**src/rtl/symbol_address_lookup_unit_macros.svh**
```systemverilog
// Assertion helpers used by salu_ctrl.sv; clk and arst_n are taken from the scope of use.
`ifndef SYMBOL_ADDRESS_LOOKUP_UNIT_MACROS_SVH
`define SYMBOL_ADDRESS_LOOKUP_UNIT_MACROS_SVH

// same-cycle implication
`define SALU_ASSERT_NOW(lbl, ante, cons, msg) \
	lbl: assert property (@(posedge clk) disable iff (!arst_n) (ante) |-> (cons)) else $error(msg);

// next-cycle implication
`define SALU_ASSERT_NXT(lbl, ante, cons, msg) \
	lbl: assert property (@(posedge clk) disable iff (!arst_n) (ante) |=> (cons)) else $error(msg);

`endif

```
**src/rtl/salu_pkg.sv**
```systemverilog
// ---------------------------------------------------------------------------
// salu_pkg
// Shared constants, codes and controller/datapath bundles for the symbol
// address lookup unit.
// ---------------------------------------------------------------------------
package salu_pkg;

	localparam int MAX_SYMBOLS = 1024;
	localparam int IDX_W = $clog2(MAX_SYMBOLS);
	localparam int CNT_W = IDX_W + 1;

	localparam logic [1:0] CMD_APPEND = 2'd0;
	localparam logic [1:0] CMD_LOOKUP = 2'd1;
	localparam logic [1:0] CMD_CLEAR  = 2'd2;

	localparam logic [1:0] ST_OK       = 2'd0;
	localparam logic [1:0] ST_MISS     = 2'd1;
	localparam logic [1:0] ST_NAME_OOR = 2'd2;
	localparam logic [1:0] ST_FULL     = 2'd3;

	typedef enum logic [1:0] {
		RES_ZERO,
		RES_NOT_FOUND,
		RES_FULL,
		RES_HIT
	} res_kind_t;

	typedef struct packed {
		logic      append;
		logic      clear;
		logic      addr_load;
		logic      srch_init;
		logic      srch_use_order;
		logic      rd_order;
		logic      rd_entry;
		logic      bound_update;
		logic      build_init;
		logic      scan;
		logic      pass_end;
		logic      res_load;
		res_kind_t res_kind;
		logic      out_load;
	} dp_cmd_t;

	typedef struct packed {
		logic full;
		logic sorted_empty;
		logic range_empty;
		logic use_order;
		logic hit;
		logic scan_done;
		logic best_valid;
	} dp_sts_t;

endpackage

```
**src/rtl/salu_ctrl.sv**
```systemverilog
// ---------------------------------------------------------------------------
// salu_ctrl
// Sequencer for appends, clears, lookups (a search, and on a miss with no
// sorted order the order build and a second search) and the output beat.
// ---------------------------------------------------------------------------
`include "symbol_address_lookup_unit_macros.svh"

module salu_ctrl
	import salu_pkg::*;
(
	input  logic       clk,
	input  logic       arst_n,
	input  logic       in_valid,
	output logic       in_stall,
	input  logic [1:0] cmd,
	output logic       out_valid,
	input  logic       out_stall,
	output dp_cmd_t    dcmd,
	input  dp_sts_t    dsts
);

	typedef enum logic [3:0] {
		S_IDLE,
		S_CHECK,
		S_RDORD,
		S_RDENT,
		S_CMP,
		S_SCAN,
		S_PASS,
		S_FINISH
	} state_t;

	state_t state_q, state_d;
	logic   out_valid_q, out_valid_d;
	logic   accept;

	assign in_stall  = state_q != S_IDLE;
	assign accept    = in_valid && !in_stall;
	assign out_valid = out_valid_q;

	always_comb begin
		state_d     = state_q;
		out_valid_d = out_valid_q && out_stall;
		dcmd        = '0;
		dcmd.res_kind = RES_ZERO;
		unique case (state_q)
			S_IDLE: begin
				if (accept) begin
					state_d = S_FINISH;
					dcmd.res_load = 1'b1;
					case (cmd)
						CMD_APPEND: begin
							dcmd.append   = 1'b1;
							dcmd.res_kind = dsts.full ? RES_FULL : RES_ZERO;
						end
						CMD_CLEAR: dcmd.clear = 1'b1;
						CMD_LOOKUP: begin
							dcmd.res_load       = 1'b0;
							dcmd.addr_load      = 1'b1;
							dcmd.srch_init      = 1'b1;
							dcmd.srch_use_order = !dsts.sorted_empty;
							state_d             = S_CHECK;
						end
						default: ;
					endcase
				end
			end
			S_CHECK: begin
				if (!dsts.range_empty)
					state_d = dsts.use_order ? S_RDORD : S_RDENT;
				else if (!dsts.use_order) begin
					dcmd.build_init = 1'b1;
					state_d         = S_SCAN;
				end else begin
					dcmd.res_load = 1'b1;
					dcmd.res_kind = RES_NOT_FOUND;
					state_d       = S_FINISH;
				end
			end
			S_RDORD: begin
				dcmd.rd_order = 1'b1;
				state_d       = S_RDENT;
			end
			S_RDENT: begin
				dcmd.rd_entry = 1'b1;
				state_d       = S_CMP;
			end
			S_CMP: begin
				if (dsts.hit) begin
					dcmd.res_load = 1'b1;
					dcmd.res_kind = RES_HIT;
					state_d       = S_FINISH;
				end else begin
					dcmd.bound_update = 1'b1;
					state_d           = S_CHECK;
				end
			end
			S_SCAN: begin
				if (dsts.scan_done)
					state_d = S_PASS;
				else
					dcmd.scan = 1'b1;
			end
			S_PASS: begin
				dcmd.pass_end = 1'b1;
				if (dsts.best_valid)
					state_d = S_SCAN;
				else begin
					// order complete: search it
					dcmd.srch_init      = 1'b1;
					dcmd.srch_use_order = 1'b1;
					state_d             = S_CHECK;
				end
			end
			S_FINISH: begin
				if (!out_valid_q || !out_stall) begin
					dcmd.out_load = 1'b1;
					out_valid_d   = 1'b1;
					state_d       = S_IDLE;
				end
			end
			default: state_d = S_IDLE;
		endcase
	end

	always_ff @(posedge clk or negedge arst_n) begin
		if (!arst_n) begin
			state_q     <= S_IDLE;
			out_valid_q <= 1'b0;
		end else begin
			state_q     <= state_d;
			out_valid_q <= out_valid_d;
		end
	end

	`SALU_ASSERT_NOW(a_out_free, dcmd.out_load, !out_valid_q || !out_stall, "output overwritten")
	`SALU_ASSERT_NXT(a_busy_after, accept, in_stall, "accepted while busy")
	`SALU_ASSERT_NOW(a_ord_rd, dcmd.rd_order, dsts.use_order, "order read in load-order search")

endmodule

```
**config.mk**
```make
export PLATFORM = sky130hd
export DESIGN_NAME = salu_ctrl
export DESIGN_NICKNAME = d
export VERILOG_FILES = /design/src/rtl/salu_pkg.sv /design/src/rtl/salu_ctrl.sv
export VERILOG_INCLUDE_DIRS = /design/src /design/src/rtl
export SDC_FILE = /design/constraint.sdc
export NUM_CORES = 1
export LEC_CHECK = 0
export BUFFER_PORTS_ARGS = -buffer_cell sky130_fd_sc_hd__buf_2
export CORE_AREA = 5 5 42 44
export CTS_CLUSTER_DIAMETER = 80
export DETAILED_ROUTE_END_ITERATION = 8
export DIE_AREA = 0 0 47 49
export GPL_ROUTABILITY_DRIVEN = 0
export GPL_TIMING_DRIVEN = 0
export PLACE_DENSITY_LB_ADDON = 0.1
export SLEW_MARGIN = 0
export SYNTH_ARGS = -nofsm -noshare
export SYNTH_HDL_FRONTEND = slang
export SYNTH_SLANG_ARGS = --single-unit
```
**constraint.sdc**
```tcl
create_clock -name clk -period 2.7 [get_ports clk]
set_input_delay 0.27 -clock clk [delete_from_list [all_inputs] [get_ports clk]]
set_output_delay 0.27 -clock clk [all_outputs]
set_load 0.01 [all_outputs]
```
Word-level counts from Yosys, hierarchy flattened
Index checks and enable logic that the tools add are counted.

Equal/unequal tests: 12. Multiplexer cells: 39. Reductions and logical operators: 11.

Operator list (count): one-hot mux 4 bit (8 select lines) (1); two-way mux 3 bit (9); two-way mux 1 bit (18); equality test 4 x 3 -> 1 bit (second input constant) (4); two-way mux 4 bit (4); one-hot mux 3 bit (3 select lines) (1); equality test 4 x 2 -> 1 bit (second input constant) (2); two-way mux 2 bit (4); inequality test 2 bit (second input constant) (3); two-way mux 5 bit (1); equality test 4 x 1 -> 1 bit (second input constant) (1); logical NOT 1 bit (4); logical NOT 4 bit (1); one-hot mux 2 bit (2 select lines) (1); nonzero test 4 bit (1); AND reduction 3 bit (1); equality test 2 x 1 -> 1 bit (second input constant) (1); equality test 2 bit (second input constant) (1); logical AND 1 bit (2); logical NOT 2 bit (1); logical OR 1 bit (1).

Register bits: 5. Input port bits: 13. Logic and storage cells: 64.

Logic depth before layout (Yosys ltp)
Depth after elaboration: 5. Depth in mapped cells: 6. Gate-level depth less buffers: 5.

Worst setup path after synthesis
Ideal clock, no wire load.

Path kind: reg2out. From: register state_q[2]. To: output port dcmd[2] (netlist name). Arrival time: 1.437 ns. Data required time: 2.430 ns. Path slack: 0.993 ns. Stages on the path, launching flop included: 5. Path through: dfrtp_1 buf_6 or4b_4 nor3_2 a32o_2.

RTL lines: from (decl) (line salu_ctrl.sv:33) `state_t state_q, state_d;`; from (signal assigned) (line salu_ctrl.sv:131) `state_q <= state_d;`; to (decl) (line salu_ctrl.sv:18) `output dp_cmd_t dcmd,`.

==> reports/metrics.yaml <==
layout:
  fill_cells: 164
  fin_area_sq_um: 644
  num_antenna_cells: 0
  area_delta_synth_final_pct: 44.3
  final_net_count: 110
  drive_above_1_share: 0.421
drt:
  drtIter0Drc: 3
  post_drt_wl_per_cell_microns: 11.3
  drt_wl_total_mm: 1.26
  num_vias: 544
  final_antenna_net_count: 0
  drc: 0
  dr.pass1.iters: 2
  via_per_inst: 4.90
timing:
  timing.slew.headroom: 0.751
  drv_slew: 0
  hold_viol: 0
  finalCriticalPeriod_ns: 2.01
  rsz0062_at_grt: "false"
  max_freq_ghz: 0.497
  fin_crit_sh: 0.745
  worst_slew_pin_slew_ns: 0.374
  setup_viol: 0
  setup-tns-final_ns: 0
  fin_skew_ns: 0.00523
  fin_ws_ns: 0.688
worst_setup_path:
  worst_ep_arrival_time_ns: 1.74
  start_kind: "flip-flop"
  cp.required_ns: 2.43
  cp-end-kind: "output pin"
  crit_type: "reg2out"
  crit_fanout: 9
synthesis:
  ys_types: 29
  ys_top_cells_by_area: "dfrtp_1 (22%), nor2b_1 (7.0%), nand2_1 (5.9%)"
  synth_top_area_cell: "dfrtp_1"
  async_flop_share: 1.00
  syn-instance-count: 62
  synth_seq_cells: 4
  synth_edf_count: 0
  synth_area_sq_um: 447
  synth_commonest_cells: "nand2_1 (7), nor2_1 (6), nor2b_1 (5)"
  syn_nets: 75
  synth_compound_area_frac: 0.275
  synthAdderAreaFrac: 0
  synth_top_family_by_area: "simple AND/OR/NAND/NOR gates"
  yosys_warnings: 0
  ys.flop_type: "dfrtp_1"
  syn_avg_cell_area_sq_um: 7.20
  muxShareOfSynthArea: 0
  synth_xor_area_frac: 0
  synth_top_area_share: 0.224
  synthSimpleGateAreaFrac: 0.412
  yosysMostFrequentCell: "nand2_1"
  ys_seq_area_frac: 0.224
clocking:
  hold_buffers: 1
  cts_buffers: 3
  tritoncts: "done"
  htreeDepth: 1
  clock_path_buffers: 2
  cts_setup_buffers: 0
  clock-sinks: 4
  clk-insertion-delay-late_ns: 0.24
  cts_resized: 0
  cts_root_buf: "clkbuf_4"
  clk_pin_slew_worst_paths_ns: 0.04
place:
  dpl.hpwl_microns: 997
  dpl_worst_slack_ns: 0.931
  port_buffers: 29
  placed_cell_area_sq_um: 612
floorplanning:
  die_h_microns: 49
  rows: 14
  ios: 30
  die_x_microns: 47
  initial_core_util: 0.319
  dieArea_sq_mm: 0.00230
  core_area_sq_mm: 0.00140
grt:
  grt_pass1_wl_mm: 2.01
  grt_antenna_before_repair: 0
  grt.overflow.total: 0
  grt_usage: 0.114
  first_global_vias: 504
  grt_max_degree: 11
power:
  power_density_mw_per_mm2: 959
  vdd_drop_max_v: 0.000459
  p_leak_nw: 0.339
hold_path:
  hold_path.class: "in2reg"
flow_run:
  drv_cap: 0
status:
  status: "finished clean"
==> cell usage in the layout, fill, tap and decap left out, types with 2 or more instances in the layout <==
cell type	count
buf_2	31
nand2_1	7
nor2_1	6
nor2b_1	5
nand3_1	4
o21ai_0	4
dfrtp_1	4
inv_1	3
nor3b_1	3
clkbuf_4	3
clkbuf_1	2
nor3_1	2
a21oi_1	2
o21ai_1	2
==> worst paths after layout <==
kind	start	endpoint	slack, ns	cells after the start
worst max-delay path	state_q[2]	dcmd[10]	0.69	6
worst min-delay path	out_stall	out_valid	0.29	3
worst max register to register	state_q[0]	state_q[1]	1.31	4
worst min register to register	out_valid	out_valid	0.55	2
max in group asynchronous	arst_n	state_q[1]	2.22	2
min in group asynchronous	arst_n	state_q[2]	0.36	2
==> stage by stage <==
step                utilization  std cells  total power [W]  hold slack [ns]
floorplan                     -         62         0.000419          -0.0256
global placement          0.437        107         0.000547           0.0768
CTS                       0.460        111         0.000626            0.291
finish                    0.460        111         0.000618            0.294
global route              0.460        111         0.000683            0.318
detailed placement        0.437        107         0.000548           0.0778
==> cell families (layout without fill, tap and decap cells) <==
family / count (synthesis) / in the layout
AOI/OAI and AO/OA: 17 / 17
buffers and inverters: 8 / 41
DFF: 4 / 4
and+or+nand+nor: 33 / 33
==> registers in the layout, indices dropped and copies added (netlist names) <==
| register | count |
|---|---|
| out_valid | 1 |
| state_q | 3 |
==> area by class of cell <==
type	instances	area, sq um	share of cell area
Buffer	5	28.8	0.0447
Sequential cell	4	100	0.155
Clock buffer	3	22.5	0.0350
Multi-Input combinational cell	50	307	0.476
Inverter	3	11.3	0.0175
Tap cell	16	20.0	0.0311
Timing Repair Buffer	30	155	0.241
==> per-layer routing <==
metal / part of all wire / global-route usage / vias up / routed length, microns
met5: 0 / 0 / - / 0
met4: 0 / 0.0276 / 0 / 0
met3: 0.16 / 0.0554 / 0 / 195
met2: 0.42 / 0.165 / 25 / 527
met1: 0.43 / 0.150 / 230 / 534
li1: - / - / 289 / -
==> critical path, cell delays in order, from the launching register on <==
cell,delay [ns]
dfrtp_1,0.36
buf_6,0.13
or4b_4,0.56
nor2_1,0.10
nand2_1,0.10
o22ai_2,0.11
buf_2,0.14
==> report_power, final <==
group          leakage, nW  switching (W)  internal, W
sequential          0.0488      0.0000205    0.0000891
combinational        0.276       0.000245     0.000189
clock               0.0138      0.0000246    0.0000497
total                0.339       0.000290     0.000327
Note: power is estimated with default switching activity, not from simulation.
